### config.mk
export PLATFORM = sky130hd
export DESIGN_NAME = gated_audio_trapezoid_envelope_top
export DESIGN_NICKNAME = d
export VERILOG_FILES = /design/src/rtl/gate_env_pkg.sv /design/src/rtl/gate_env_front.sv /design/src/rtl/gate_env_queue.sv /design/src/rtl/gate_env_back.sv /design/src/rtl/gated_audio_trapezoid_envelope_top.sv
export SDC_FILE = /design/constraint.sdc
export NUM_CORES = 2
export LEC_CHECK = 0
export BUFFER_PORTS_ARGS = -buffer_cell sky130_fd_sc_hd__buf_2
export CAP_MARGIN = 20
export CORE_MARGIN = 5
export CORE_UTILIZATION = 40
export DETAILED_ROUTE_END_ITERATION = 8
export MAX_ROUTING_LAYER = met4
export PLACE_DENSITY_LB_ADDON = 0.12
export SYNTH_ARGS = -nofsm -noshare
export SYNTH_HDL_FRONTEND = slang
export SYNTH_HIERARCHICAL = 1
export SYNTH_SLANG_ARGS = --single-unit
### constraint.sdc
create_clock -name aclk -period 7.27 [get_ports aclk]
set_input_delay 0.3635 -clock aclk [delete_from_list [all_inputs] [get_ports aclk]]
set_output_delay 0.3635 -clock aclk [all_outputs]
set_load 0.01 [all_outputs]
### src/rtl/gate_env_pkg.sv
// Shared constants, codes and types of the gated audio envelope block.
package gate_env_pkg;

    // Field widths.
    localparam int SAMPLE_BITS    = 16;
    localparam int POSITION_BITS  = 20;
    localparam int GAIN_FRAC_BITS = 15;
    localparam int GAIN_BITS      = GAIN_FRAC_BITS + 1;

    // Stream payload widths, padded to whole bytes.
    localparam int IN_DATA_BITS   = ((2 * SAMPLE_BITS + 7) / 8) * 8;
    localparam int OUT_DATA_BITS  = ((2 * SAMPLE_BITS + GAIN_BITS + 7) / 8) * 8;
    localparam int GAIN_LSB       = 2 * SAMPLE_BITS;

    // Configuration port.
    localparam int CFG_INDEX_BITS = 2;
    localparam int CFG_DATA_BITS  = POSITION_BITS;

    localparam logic [CFG_INDEX_BITS-1:0] REG_GATE_PERIOD = CFG_INDEX_BITS'(0);
    localparam logic [CFG_INDEX_BITS-1:0] REG_GATE_ON     = CFG_INDEX_BITS'(1);
    localparam logic [CFG_INDEX_BITS-1:0] REG_GATE_FADE   = CFG_INDEX_BITS'(2);

    // Register reset values and their adjusted active copies.
    localparam logic [POSITION_BITS-1:0] RESET_PERIOD = POSITION_BITS'(48000);
    localparam logic [POSITION_BITS-1:0] RESET_ON     = POSITION_BITS'(24000);
    localparam logic [POSITION_BITS-1:0] RESET_FADE   = POSITION_BITS'(480);

    // Gain classes decided by the front end.
    localparam int KIND_BITS = 2;
    localparam logic [KIND_BITS-1:0] KIND_UNITY = KIND_BITS'(0);
    localparam logic [KIND_BITS-1:0] KIND_ZERO  = KIND_BITS'(1);
    localparam logic [KIND_BITS-1:0] KIND_RAMP  = KIND_BITS'(2);

    // Gain arithmetic.
    localparam logic [GAIN_BITS-1:0] GAIN_UNITY = GAIN_BITS'(1) << GAIN_FRAC_BITS;
    localparam int DIV_CNT_BITS = $clog2(GAIN_BITS);
    localparam logic [DIV_CNT_BITS-1:0] DIV_LAST = DIV_CNT_BITS'(GAIN_BITS - 1);
    localparam int PROD_BITS = SAMPLE_BITS + GAIN_BITS + 1;
    localparam logic [PROD_BITS-1:0] TRUNC_BIAS = (PROD_BITS'(1) << GAIN_FRAC_BITS) - 1'b1;

    // Queue between front and back.
    localparam int QUEUE_DEPTH    = 2;
    localparam int QUEUE_PTR_BITS = (QUEUE_DEPTH > 1) ? $clog2(QUEUE_DEPTH) : 1;
    localparam int QUEUE_CNT_BITS = $clog2(QUEUE_DEPTH + 1);

    // One classified frame handed from front to back.
    typedef struct packed {
        logic signed [SAMPLE_BITS-1:0] left;
        logic signed [SAMPLE_BITS-1:0] right;
        logic [KIND_BITS-1:0]          kind;
        logic [POSITION_BITS-1:0]      ramp;
        logic [POSITION_BITS-1:0]      fade;
    } gate_env_item_t;

endpackage

### src/rtl/gate_env_front.sv
// Front end: configuration staging, period latching, frame counter and gain class.
module gate_env_front (
    input  logic                                    aclk,
    input  logic                                    aresetn,
    input  logic                                    s_tvalid,
    output logic                                    s_tready,
    input  logic [gate_env_pkg::IN_DATA_BITS-1:0]   s_tdata,
    input  logic                                    cfg_we,
    input  logic [gate_env_pkg::CFG_INDEX_BITS-1:0] cfg_index,
    input  logic [gate_env_pkg::CFG_DATA_BITS-1:0]  cfg_data,
    output logic                                    push_valid,
    input  logic                                    push_ready,
    output gate_env_pkg::gate_env_item_t            push_item
);
    import gate_env_pkg::*;

    localparam logic [1:0] F_IDLE  = 2'd0;
    localparam logic [1:0] F_LATCH = 2'd1;
    localparam logic [1:0] F_FADE  = 2'd2;
    localparam logic [1:0] F_CLASS = 2'd3;

    logic [1:0] state_reg, state_next;
    logic [POSITION_BITS-1:0] gate_period_reg, gate_period_next;
    logic [POSITION_BITS-1:0] gate_on_reg, gate_on_next;
    logic [POSITION_BITS-1:0] gate_fade_reg, gate_fade_next;
    logic pending_reg, pending_next;
    logic [POSITION_BITS-1:0] pos_reg, pos_next;
    logic [POSITION_BITS-1:0] act_period_reg, act_period_next;
    logic [POSITION_BITS-1:0] act_on_reg, act_on_next;
    logic [POSITION_BITS-1:0] act_fade_reg, act_fade_next;
    logic signed [SAMPLE_BITS-1:0] left_reg, left_next;
    logic signed [SAMPLE_BITS-1:0] right_reg, right_next;

    logic [POSITION_BITS-1:0] period_eff, on_lim, half_gap, fade_m1, fade_lim;
    logic signed [POSITION_BITS+1:0] out_r, in_r, ramp_r;
    logic [KIND_BITS-1:0] kind;
    logic [POSITION_BITS:0] pos_inc;

    // Adjusted settings: a zero period counts as one, on and fade are limited.
    always_comb begin
        period_eff = (gate_period_reg == '0) ? POSITION_BITS'(1) : gate_period_reg;
        on_lim     = (gate_on_reg < period_eff) ? gate_on_reg : period_eff;
        half_gap   = (act_period_reg - act_on_reg) >> 1;
        fade_m1    = (gate_fade_reg < half_gap) ? gate_fade_reg : half_gap;
        fade_lim   = (fade_m1 < act_on_reg) ? fade_m1 : act_on_reg;
    end

    // Gain class of the current position; the ramp value is the larger of the two slopes.
    always_comb begin
        out_r  = $signed({2'b00, act_fade_reg}) + $signed({2'b00, act_on_reg})
               - $signed({2'b00, pos_reg});
        in_r   = $signed({2'b00, act_fade_reg}) + $signed({2'b00, pos_reg})
               - $signed({2'b00, act_period_reg});
        ramp_r = (out_r > in_r) ? out_r : in_r;
        if (pos_reg < act_on_reg) begin
            kind = KIND_UNITY;
        end else if (act_fade_reg == '0 || ramp_r <= 0) begin
            kind = KIND_ZERO;
        end else begin
            kind = KIND_RAMP;
        end
    end

    assign pos_inc = {1'b0, pos_reg} + 1'b1;

    assign s_tready   = (state_reg == F_IDLE);
    assign push_valid = (state_reg == F_CLASS);

    always_comb begin
        push_item.left  = left_reg;
        push_item.right = right_reg;
        push_item.kind  = kind;
        push_item.ramp  = ramp_r[POSITION_BITS-1:0];
        push_item.fade  = act_fade_reg;
    end

    // Sequencer of one frame through latch, fade limit and classification.
    always_comb begin
        state_next       = state_reg;
        gate_period_next = gate_period_reg;
        gate_on_next     = gate_on_reg;
        gate_fade_next   = gate_fade_reg;
        pending_next     = pending_reg;
        pos_next         = pos_reg;
        act_period_next  = act_period_reg;
        act_on_next      = act_on_reg;
        act_fade_next    = act_fade_reg;
        left_next        = left_reg;
        right_next       = right_reg;

        unique case (state_reg)
            F_IDLE: begin
                if (s_tvalid) begin
                    left_next  = s_tdata[SAMPLE_BITS-1:0];
                    right_next = s_tdata[2*SAMPLE_BITS-1:SAMPLE_BITS];
                    state_next = F_LATCH;
                end
            end
            F_LATCH: begin
                if (pos_reg == '0 && pending_reg) begin
                    act_period_next = period_eff;
                    act_on_next     = on_lim;
                    pending_next    = 1'b0;
                    state_next      = F_FADE;
                end else begin
                    state_next = F_CLASS;
                end
            end
            F_FADE: begin
                act_fade_next = fade_lim;
                state_next    = F_CLASS;
            end
            F_CLASS: begin
                if (push_ready) begin
                    pos_next   = (pos_inc == {1'b0, act_period_reg}) ? '0
                                                                     : pos_inc[POSITION_BITS-1:0];
                    state_next = F_IDLE;
                end
            end
            default: state_next = F_IDLE;
        endcase

        // Register writes are staged until the next period boundary.
        if (cfg_we) begin
            unique case (cfg_index)
                REG_GATE_PERIOD: begin
                    gate_period_next = cfg_data;
                    pending_next     = 1'b1;
                end
                REG_GATE_ON: begin
                    gate_on_next = cfg_data;
                    pending_next = 1'b1;
                end
                REG_GATE_FADE: begin
                    gate_fade_next = cfg_data;
                    pending_next   = 1'b1;
                end
                default: ;
            endcase
        end
    end

    always_ff @(posedge aclk) begin
        if (!aresetn) begin
            state_reg       <= F_IDLE;
            gate_period_reg <= RESET_PERIOD;
            gate_on_reg     <= RESET_ON;
            gate_fade_reg   <= RESET_FADE;
            pending_reg     <= 1'b0;
            pos_reg         <= '0;
            act_period_reg  <= RESET_PERIOD;
            act_on_reg      <= RESET_ON;
            act_fade_reg    <= RESET_FADE;
        end else begin
            state_reg       <= state_next;
            gate_period_reg <= gate_period_next;
            gate_on_reg     <= gate_on_next;
            gate_fade_reg   <= gate_fade_next;
            pending_reg     <= pending_next;
            pos_reg         <= pos_next;
            act_period_reg  <= act_period_next;
            act_on_reg      <= act_on_next;
            act_fade_reg    <= act_fade_next;
        end
    end

    // Sample payload needs no reset.
    always_ff @(posedge aclk) begin
        left_reg  <= left_next;
        right_reg <= right_next;
    end

endmodule

### src/rtl/gate_env_queue.sv
// Short FIFO that decouples the front end from the back end.
module gate_env_queue (
    input  logic                         aclk,
    input  logic                         aresetn,
    input  logic                         push_valid,
    output logic                         push_ready,
    input  gate_env_pkg::gate_env_item_t push_item,
    output logic                         pop_valid,
    input  logic                         pop_ready,
    output gate_env_pkg::gate_env_item_t pop_item
);
    import gate_env_pkg::*;

    gate_env_item_t mem_reg [QUEUE_DEPTH];
    logic [QUEUE_PTR_BITS-1:0] wr_ptr_reg, wr_ptr_next;
    logic [QUEUE_PTR_BITS-1:0] rd_ptr_reg, rd_ptr_next;
    logic [QUEUE_CNT_BITS-1:0] count_reg, count_next;
    logic do_push, do_pop;

    assign push_ready = (count_reg != QUEUE_CNT_BITS'(QUEUE_DEPTH));
    assign pop_valid  = (count_reg != '0);
    assign do_push    = push_valid && push_ready;
    assign do_pop     = pop_valid && pop_ready;
    assign pop_item   = mem_reg[rd_ptr_reg];

    // Pointer and fill count update.
    always_comb begin
        wr_ptr_next = wr_ptr_reg;
        rd_ptr_next = rd_ptr_reg;
        count_next  = count_reg;
        if (do_push) begin
            wr_ptr_next = (wr_ptr_reg == QUEUE_PTR_BITS'(QUEUE_DEPTH - 1)) ? '0
                                                                          : wr_ptr_reg + 1'b1;
        end
        if (do_pop) begin
            rd_ptr_next = (rd_ptr_reg == QUEUE_PTR_BITS'(QUEUE_DEPTH - 1)) ? '0
                                                                          : rd_ptr_reg + 1'b1;
        end
        if (do_push && !do_pop) begin
            count_next = count_reg + 1'b1;
        end else if (do_pop && !do_push) begin
            count_next = count_reg - 1'b1;
        end
    end

    always_ff @(posedge aclk) begin
        if (!aresetn) begin
            wr_ptr_reg <= '0;
            rd_ptr_reg <= '0;
            count_reg  <= '0;
        end else begin
            wr_ptr_reg <= wr_ptr_next;
            rd_ptr_reg <= rd_ptr_next;
            count_reg  <= count_next;
        end
    end

    // Entry storage.
    always_ff @(posedge aclk) begin
        if (do_push) begin
            mem_reg[wr_ptr_reg] <= push_item;
        end
    end

endmodule

### src/rtl/gate_env_back.sv
// Back end: serial gain divider, sample multiply, truncation and output register.
module gate_env_back (
    input  logic                                      aclk,
    input  logic                                      aresetn,
    input  logic                                      pop_valid,
    output logic                                      pop_ready,
    input  gate_env_pkg::gate_env_item_t              pop_item,
    output logic                                      m_tvalid,
    input  logic                                      m_tready,
    output logic signed [gate_env_pkg::SAMPLE_BITS-1:0] left_out,
    output logic signed [gate_env_pkg::SAMPLE_BITS-1:0] right_out,
    output logic [gate_env_pkg::GAIN_BITS-1:0]        gain_used
);
    import gate_env_pkg::*;

    localparam logic [1:0] B_IDLE = 2'd0;
    localparam logic [1:0] B_DIV  = 2'd1;
    localparam logic [1:0] B_MUL  = 2'd2;
    localparam logic [1:0] B_OUT  = 2'd3;

    logic [1:0] state_reg, state_next;
    logic [DIV_CNT_BITS-1:0] cnt_reg, cnt_next;
    logic out_valid_reg, out_valid_next;
    logic signed [SAMPLE_BITS-1:0] left_reg, left_next;
    logic signed [SAMPLE_BITS-1:0] right_reg, right_next;
    logic [POSITION_BITS-1:0] fade_reg, fade_next;
    logic [POSITION_BITS:0] rem_reg, rem_next;
    logic [GAIN_BITS-1:0] gain_reg, gain_next;
    logic signed [PROD_BITS-1:0] prod_l_reg, prod_l_next;
    logic signed [PROD_BITS-1:0] prod_r_reg, prod_r_next;
    logic signed [SAMPLE_BITS-1:0] left_out_reg, left_out_next;
    logic signed [SAMPLE_BITS-1:0] right_out_reg, right_out_next;
    logic [GAIN_BITS-1:0] gain_out_reg, gain_out_next;

    logic [POSITION_BITS:0] trial;
    logic trial_ge;
    logic signed [PROD_BITS-1:0] adj_l, adj_r, shr_l, shr_r;
    logic out_free;

    assign pop_ready = (state_reg == B_IDLE);
    assign m_tvalid  = out_valid_reg;
    assign left_out  = left_out_reg;
    assign right_out = right_out_reg;
    assign gain_used = gain_out_reg;
    assign out_free  = !out_valid_reg || m_tready;

    // One restoring division step: the first step compares the ramp itself.
    always_comb begin
        trial    = (cnt_reg == '0) ? rem_reg : (rem_reg << 1);
        trial_ge = (trial >= {1'b0, fade_reg});
    end

    // Truncation toward zero of the scaled products.
    always_comb begin
        adj_l = prod_l_reg[PROD_BITS-1] ? prod_l_reg + $signed(TRUNC_BIAS) : prod_l_reg;
        adj_r = prod_r_reg[PROD_BITS-1] ? prod_r_reg + $signed(TRUNC_BIAS) : prod_r_reg;
        shr_l = adj_l >>> GAIN_FRAC_BITS;
        shr_r = adj_r >>> GAIN_FRAC_BITS;
    end

    // Back-end sequencer.
    always_comb begin
        state_next     = state_reg;
        cnt_next       = cnt_reg;
        out_valid_next = out_valid_reg;
        left_next      = left_reg;
        right_next     = right_reg;
        fade_next      = fade_reg;
        rem_next       = rem_reg;
        gain_next      = gain_reg;
        prod_l_next    = prod_l_reg;
        prod_r_next    = prod_r_reg;
        left_out_next  = left_out_reg;
        right_out_next = right_out_reg;
        gain_out_next  = gain_out_reg;

        if (out_valid_reg && m_tready) begin
            out_valid_next = 1'b0;
        end

        unique case (state_reg)
            B_IDLE: begin
                if (pop_valid) begin
                    left_next  = pop_item.left;
                    right_next = pop_item.right;
                    fade_next  = pop_item.fade;
                    rem_next   = {1'b0, pop_item.ramp};
                    cnt_next   = '0;
                    if (pop_item.kind == KIND_RAMP) begin
                        gain_next  = '0;
                        state_next = B_DIV;
                    end else begin
                        gain_next  = (pop_item.kind == KIND_UNITY) ? GAIN_UNITY : '0;
                        state_next = B_MUL;
                    end
                end
            end
            B_DIV: begin
                rem_next  = trial_ge ? trial - {1'b0, fade_reg} : trial;
                gain_next = {gain_reg[GAIN_BITS-2:0], trial_ge};
                if (cnt_reg == DIV_LAST) begin
                    state_next = B_MUL;
                end else begin
                    cnt_next = cnt_reg + 1'b1;
                end
            end
            B_MUL: begin
                prod_l_next = left_reg * $signed({1'b0, gain_reg});
                prod_r_next = right_reg * $signed({1'b0, gain_reg});
                state_next  = B_OUT;
            end
            B_OUT: begin
                if (out_free) begin
                    left_out_next  = shr_l[SAMPLE_BITS-1:0];
                    right_out_next = shr_r[SAMPLE_BITS-1:0];
                    gain_out_next  = gain_reg;
                    out_valid_next = 1'b1;
                    state_next     = B_IDLE;
                end
            end
            default: state_next = B_IDLE;
        endcase
    end

    always_ff @(posedge aclk) begin
        if (!aresetn) begin
            state_reg     <= B_IDLE;
            cnt_reg       <= '0;
            out_valid_reg <= 1'b0;
        end else begin
            state_reg     <= state_next;
            cnt_reg       <= cnt_next;
            out_valid_reg <= out_valid_next;
        end
    end

    // Datapath registers need no reset.
    always_ff @(posedge aclk) begin
        left_reg      <= left_next;
        right_reg     <= right_next;
        fade_reg      <= fade_next;
        rem_reg       <= rem_next;
        gain_reg      <= gain_next;
        prod_l_reg    <= prod_l_next;
        prod_r_reg    <= prod_r_next;
        left_out_reg  <= left_out_next;
        right_out_reg <= right_out_next;
        gain_out_reg  <= gain_out_next;
    end

endmodule

### src/rtl/gated_audio_trapezoid_envelope_top.sv
// Top level of the gated stereo audio block with a trapezoid gain envelope.
// A beat passes the front end (latch, a fade-limit step on a frame that latches pending settings
// at a period boundary, classify), the queue, and the back end (the 16-step serial gain divider
// on a ramp only, multiply, output register); the front end takes no new beat and the back end
// no new frame until it is through with the last one.
// Reset: synchronous, active low; registers return to 48000/24000/480, position to zero.
module gated_audio_trapezoid_envelope_top (
    input  logic                                    aclk,
    input  logic                                    aresetn,
    input  logic                                    s_tvalid,
    output logic                                    s_tready,
    // Fields from bit 0: left_in[15:0], right_in[31:16].
    input  logic [gate_env_pkg::IN_DATA_BITS-1:0]   s_tdata,
    output logic                                    m_tvalid,
    input  logic                                    m_tready,
    // Fields from bit 0: left_out[15:0], right_out[31:16], gain_used[47:32].
    output logic [gate_env_pkg::OUT_DATA_BITS-1:0]  m_tdata,
    input  logic                                    cfg_we,
    input  logic [gate_env_pkg::CFG_INDEX_BITS-1:0] cfg_index,
    input  logic [gate_env_pkg::CFG_DATA_BITS-1:0]  cfg_data
);
    import gate_env_pkg::*;

    logic push_valid, push_ready, pop_valid, pop_ready;
    gate_env_item_t push_item, pop_item;
    logic signed [SAMPLE_BITS-1:0] left_out, right_out;
    logic [GAIN_BITS-1:0] gain_used;

    // Front end: settings and classification.
    gate_env_front u_front (
        .aclk       (aclk),
        .aresetn    (aresetn),
        .s_tvalid   (s_tvalid),
        .s_tready   (s_tready),
        .s_tdata    (s_tdata),
        .cfg_we     (cfg_we),
        .cfg_index  (cfg_index),
        .cfg_data   (cfg_data),
        .push_valid (push_valid),
        .push_ready (push_ready),
        .push_item  (push_item)
    );

    // Decoupling queue.
    gate_env_queue u_queue (
        .aclk       (aclk),
        .aresetn    (aresetn),
        .push_valid (push_valid),
        .push_ready (push_ready),
        .push_item  (push_item),
        .pop_valid  (pop_valid),
        .pop_ready  (pop_ready),
        .pop_item   (pop_item)
    );

    // Back end: gain and scaling.
    gate_env_back u_back (
        .aclk      (aclk),
        .aresetn   (aresetn),
        .pop_valid (pop_valid),
        .pop_ready (pop_ready),
        .pop_item  (pop_item),
        .m_tvalid  (m_tvalid),
        .m_tready  (m_tready),
        .left_out  (left_out),
        .right_out (right_out),
        .gain_used (gain_used)
    );

    // Output beat packing, zero padded to whole bytes.
    assign m_tdata = OUT_DATA_BITS'({gain_used, right_out, left_out});

endmodule

# Yosys cells after proc, flatten, opt, wreduce, memory -nomap -nowiden
# Memories as Yosys holds them, arrays and structs flattened. A register that Yosys moved wholly into a read port is not among the register bits.
# Cells that the tools add are included.
dict set report op_classes {
  addsub 14
  reduce_logical 35
  n_eq_ne 18
  mux 45
  n_lt_le_gt_ge 7
  multipliers 2
}
# operator count
set ops {}
lappend ops {{20-bit two-way mux} 5}
lappend ops {{16-bit by 17-bit multiplier with 33-bit output} 2}
lappend ops {{21-bit two-way mux} 3}
lappend ops {{31-bit by 16-bit adder with 31-bit output, second input constant} 2}
lappend ops {{31-bit two-way mux} 2}
lappend ops {{20-bit logical NOT} 3}
lappend ops {{20-bit less-than comparator} 3}
lappend ops {{16-bit two-way mux} 3}
lappend ops {{22-bit by 21-bit subtractor with 22-bit output} 2}
lappend ops {{20-bit by 20-bit adder with 21-bit output} 2}
lappend ops {{21-bit one-hot mux with 2 select lines} 1}
lappend ops {{16-bit one-hot mux with 2 select lines} 1}
lappend ops {{22-bit greater-than comparator} 1}
lappend ops {{22-bit by 1-bit less-or-equal comparator with 1-bit output, second input constant} 1}
lappend ops {{22-bit two-way mux} 1}
lappend ops {{20-bit by 1-bit adder with 21-bit output, second input constant} 1}
lappend ops {{21-bit by 20-bit equality test with 1-bit output} 1}
lappend ops {{21-bit by 20-bit greater-or-equal comparator with 1-bit output} 1}
lappend ops {{21-bit by 20-bit subtractor with 21-bit output} 1}
lappend ops {{20-bit by 19-bit less-than comparator with 1-bit output} 1}
lappend ops {{2-bit two-way mux} 10}
lappend ops {{2-bit AND reduction} 10}
lappend ops {{20-bit subtractor} 1}
lappend ops {{2-bit one-hot mux with 4 select lines} 2}
lappend ops {{other kinds (20)} 61}
dict set report totals {
  out_inout_bits 50
  memories 1
  register_bits 389
  mem_bits_rw 148
  input_bits 59
  wordCells 149
}
# memory words word_bits read_ports rd_clocked_by_memory_dff wr line_no
set memory_table {}
lappend memory_table {u_queue.mem_reg 2 74 1 1 1 gate_env_queue.sv:14} ;# gate_env_item_t mem_reg [QUEUE_DEPTH];

# Logic depth before layout (Yosys ltp)
dict set report depth {
  depth_word 8
  ltp_mapped 31
  mapped_depth_nobuf 29
}

# Cells and area by module
# The synthesis kept the hierarchy.
# module cells_each seq_area_each_um2 area_per_inst_um2 n_inst
set modules_own_cells {}
lappend modules_own_cells {gate_env_back 2620 6175.9 26285.2 1}
lappend modules_own_cells {gate_env_front 1785 3823.7 14517.7 1}
lappend modules_own_cells {gate_env_queue 254 4544.4 5575.3 1}

# Least setup slack after synthesis
# OpenSTA, ideal clock, no wires.
dict set report synth_path {
  path_type {reg-to-reg}
  from {reg u_back.right_reg[6]}
  to {reg u_back.prod_r_reg[28], data pin}
  n_path_buf 1
  synth_period_minus_slack_ns 6.320
  slack_ns 0.950
  setup_ns 0.258
  t_arrival_ns 6.062
  required_time_ns 7.012
  path_stages_with_launch 22
  path_cell_list {edfxtp_1 clkbuf_1 and2_1 fa_1 inv_1 fa_1 fa_1 fa_1 inv_1 fa_1 inv_1 fa_1 inv_1 ha_1 a2111oi_2 a211oi_1 a2111oi_2 a31oi_1 a221oi_2 o21ai_1 a31oi_1 xnor2_1}
}
dict set report synth_between {
  elab_chain_len 1
}
# element line_no
set synth_lines {}
lappend synth_lines {{start, declared} gate_env_back.sv:25} ;# logic signed [SAMPLE_BITS-1:0] right_reg, right_next;
lappend synth_lines {{start signal, assigned} gate_env_back.sv:140} ;# right_reg <= right_next;
lappend synth_lines {{16-bit by 17-bit multiplier with 33-bit output} gate_env_back.sv:109} ;# prod_r_next = right_reg * $signed({1'b0, gain_reg});
lappend synth_lines {{end signal, assigned} gate_env_back.sv:145} ;# prod_r_reg <= prod_r_next;
lappend synth_lines {{end, declared} gate_env_back.sv:30} ;# logic signed [PROD_BITS-1:0] prod_r_reg, prod_r_next;
# No other way between the ends.
# A chain may end at the register's enable or synchronous reset.

# Final worst setup path
dict set report layout_path {
  from {reg u_back.gain_reg[5]}
  to {reg u_back.prod_l_reg[30], data pin}
}
dict set report layout_between {
  elab_chain_len 1
}
# element line_no
set layout_lines {}
lappend layout_lines {{start, declared} gate_env_back.sv:28} ;# logic [GAIN_BITS-1:0] gain_reg, gain_next;
lappend layout_lines {{start signal, assigned} gate_env_back.sv:143} ;# gain_reg <= gain_next;
lappend layout_lines {{16-bit by 17-bit multiplier with 33-bit output} gate_env_back.sv:108} ;# prod_l_next = left_reg * $signed({1'b0, gain_reg});
lappend layout_lines {{end signal, assigned} gate_env_back.sv:144} ;# prod_l_reg <= prod_l_next;
lappend layout_lines {{end, declared} gate_env_back.sv:29} ;# logic signed [PROD_BITS-1:0] prod_l_reg, prod_l_next;
# No other way between the ends.

==> impl_results.md <==
* Run status: complete, no violations
* Hold depth at 1
* Worst hold start: s_tdata[0]
* CP Launch Type: register
* Hold Crit Class: input port to register
* Critical path required time at 7.65 ns
* Post-place setup slack at 0.1593 ns
* First-pass GRT wire length at 196,800 um
* Headroom to the max-slew limit at 26.86%
* Synth async-reset ratio at 0%
* Gr usage total at 21.16%
* Die area at 122,900 sq um
* FF-to-FF setup slack at 0.41 ns
* Final GP Congestion at 0.9059
* H-Tree Depth at 3
* Worst reg2reg path startpoint: u_back/gain_reg[5]
* Synth Instances at 4,659
* IO buf count at 108
* Clk buf depth at 3
* Fin Hold WS at 0.07759 ns
* Sequential area share after synthesis at 31.36%
* Final Critical Period at 6.862 ns
* Fmax at 145.7 MHz
* Setup slack after layout at 0.4080 ns
* Post-route insts no fill at 6,376
* Largest net degree at the start of global routing at 84
* Worst-margin pin slew at 1.097 ns
* Hold-critical path endpoint: u_front/left_reg[0]
* Vias in the first global route at 33,685
* Row cnt at 125
* Initial antenna violation count at 3
* Yosys reg bits at 536
* Post-synthesis cell area at 46,380 sq um
* CTS clk-pin slew, worst paths at 0.06 ns
* Worst reg2reg path endpoint: u_back/prod_l_reg[30]
* Total gr overflow at 0
* IO Pins at 109
* CP arrival at 7.24 ns
* Crit path max fanout at 13
* TritonRoute pass-1 iters at 5
* Post-Route WL at 125,000 um
* First-iteration detailed-routing DRC count at 1,865
* Mapped Nets at 5,600
* Starting density of the core at 40.07%
* Final setup viols at 0
* Setup CP Type: register to register
* Max_cap viols at 0
* Clock buffer count from CTS at 67
* Yosys warning count at 6
* Drt drc at 0
* Post-synth cell types at 92
* Vias post-DR at 32,834
* Share of layout cells above drive strength 1 at 9.297%
* Core ar. at 115,700 sq um
* Final hold violation count at 0
* Synth Flop Type: edfxtp_1
* Worst reg-to-reg path cell count at 22
* Wire length per cell at 19.60 um
* Fin nets at 5,741
* CTS tree: yes
* Skew final at 0.02878 ns
* Die width at 350.5 um
* Layout Utilization at 44.63%
* CP endpoint kind: register
* Crit share post-route at 94.39%
* Placed Instances at 6,198
* Max reg flops at 148
* Number of synthesized flops with an enable pin at 381
* # clock sinks at 536
* Die span in y at 350.5 um
* Routed vias/inst at 5.150
* Final antenna-violating net count at 0
* Synth-to-Final Area Change at 11.37%
* Worst-skew pair later-pin latency at 0.64 ns
* Clk root buf: clkbuf_16
* Max-slew violations at 0
* DP HPWL at 95,920 um
* Syn avg cell area at 9.955 sq um
[routing by layer]
metal	share of wire [%]	track usage, %
met2	50	36.27
met5	0	-
met1	44	27.14
met3	3.7	2.082
met4	2.4	5.220
[through the flow]
| step | area [sq um] | setup TNS, ns |
|---|---|---|
| floorplan | 46380 | 0 |
| global placement | 48800 | 0 |
| detailed placement | 48820 | 0 |
| CTS | 51550 | 0 |
| global route | 51650 | -0.01639 |
| finish | 51650 | 0 |
[area by class of cell]
cell class                 instances  area [sq um]
clock buffer                      85          1764
tap                             1524          1907
fill                           11271         64080
timing repair buffer             253          1779
multi-input combinational       3200         28410
inverter                         742          2786
sequential                       536         14550
clock inverter                    35         452.9
antenna                            1         2.502
[how the worst max path moves through the flow]
stage / start / end / cells past startpoint
after global placement: u_front/act_on_reg[2] / u_front/act_fade_reg[15] / 28
after detailed placement: u_front/act_on_reg[2] / u_front/act_fade_reg[17] / 28
after floorplan: u_back/right_reg[6] / u_back/prod_r_reg[28] / 21
after CTS: u_front/act_on_reg[2] / u_front/act_fade_reg[3] / 29
final: u_back/gain_reg[5] / u_back/prod_l_reg[30] / 22
after global routing: u_front/act_on_reg[2] / u_front/act_fade_reg[17] / 29
[placed cells by master (no fill, tap or decap), drive strengths merged, types with 18 or more instances in the layout]
master | netlist | routed
nor2b | 18 | 18
nand2b | 43 | 43
and2 | 254 | 254
buf | 30 | 201
o211ai | 31 | 31
dfxtp | 155 | 155
a21o | 78 | 78
inv | 741 | 747
mux2i | 36 | 36
a21oi | 227 | 227
nand3 | 84 | 84
a211oi | 46 | 46
nand4 | 41 | 41
xnor2 | 126 | 126
dlygate4sd3 | 0 | 52
o21a | 19 | 19
mux2 | 99 | 99
fa | 430 | 430
nor3 | 48 | 48
clkbuf | 151 | 85
nand2 | 510 | 510
xor2 | 58 | 58
and3 | 19 | 19
o21bai | 18 | 18
nor2 | 184 | 184
clkinv | 1 | 19
o21ai | 119 | 119
ha | 452 | 452
nor4 | 29 | 29
edfxtp | 381 | 381
[worst max-delay path, cell delays in order, from the launching register on]
cell      delay [ns]
edfxtp_1        0.64
buf_4           0.31
buf_4           0.20
and2_1          0.16
fa_1            0.53
inv_1           0.05
fa_1            0.49
fa_1            0.44
fa_1            0.54
inv_1           0.05
fa_1            0.47
inv_1           0.05
fa_1            0.53
inv_1           0.04
ha_1            0.35
a21oi_1         0.20
o21ai_0         0.13
nor3b_1         0.19
a21oi_1         0.15
o21ai_0         0.53
o21ai_0         0.23
a31oi_1         0.24
xnor2_1         0.08
[synthesized netlist by cell type, types with 44 or more instances]
cell type	instances	area [sq um]
xnor2_1	126	1104
dfxtp_1	155	3103
a211oi_1	44	330.3
mux2_2	98	1104
edfxtp_1	381	11440
ha_1	452	5655
clkbuf_1	151	566.8
fa_1	430	8608
nor3_1	48	240.2
xor2_1	58	508.0
o21ai_0	110	550.5
inv_1	738	2770
a21o_1	78	585.6
and2_1	252	1577
a21oi_1	227	1136
nand3_1	84	420.4
nand2_1	510	1914
nor2_1	184	690.7
[logic make-up after synthesis]
family | Yosys count | share of synthesized area, %
compound gates | 688 | 9.736
other cells | 1 | 0.008086
fa+ha+maj | 883 | 30.78
xor+xnor | 184 | 3.475
simple gates | 1309 | 13.82
flops | 536 | 31.36
buf+inv | 923 | 7.648
mux | 135 | 3.181
[repair_timing]
| action | 4_1_cts | 5_1_grt |
|---|---|---|
| endpoints found under the setup margin | 0 | 22 |
| setup buffers | 0 | 5 |
| hold endpoints to repair | 92 | 0 |
| resized for setup | 0 | 7 |
| hold buffers | 52 | 0 |
Power is left out: the tool's default activity adds up to more than one toggle a clock period on the data nets, which glitch-free logic cannot reach.
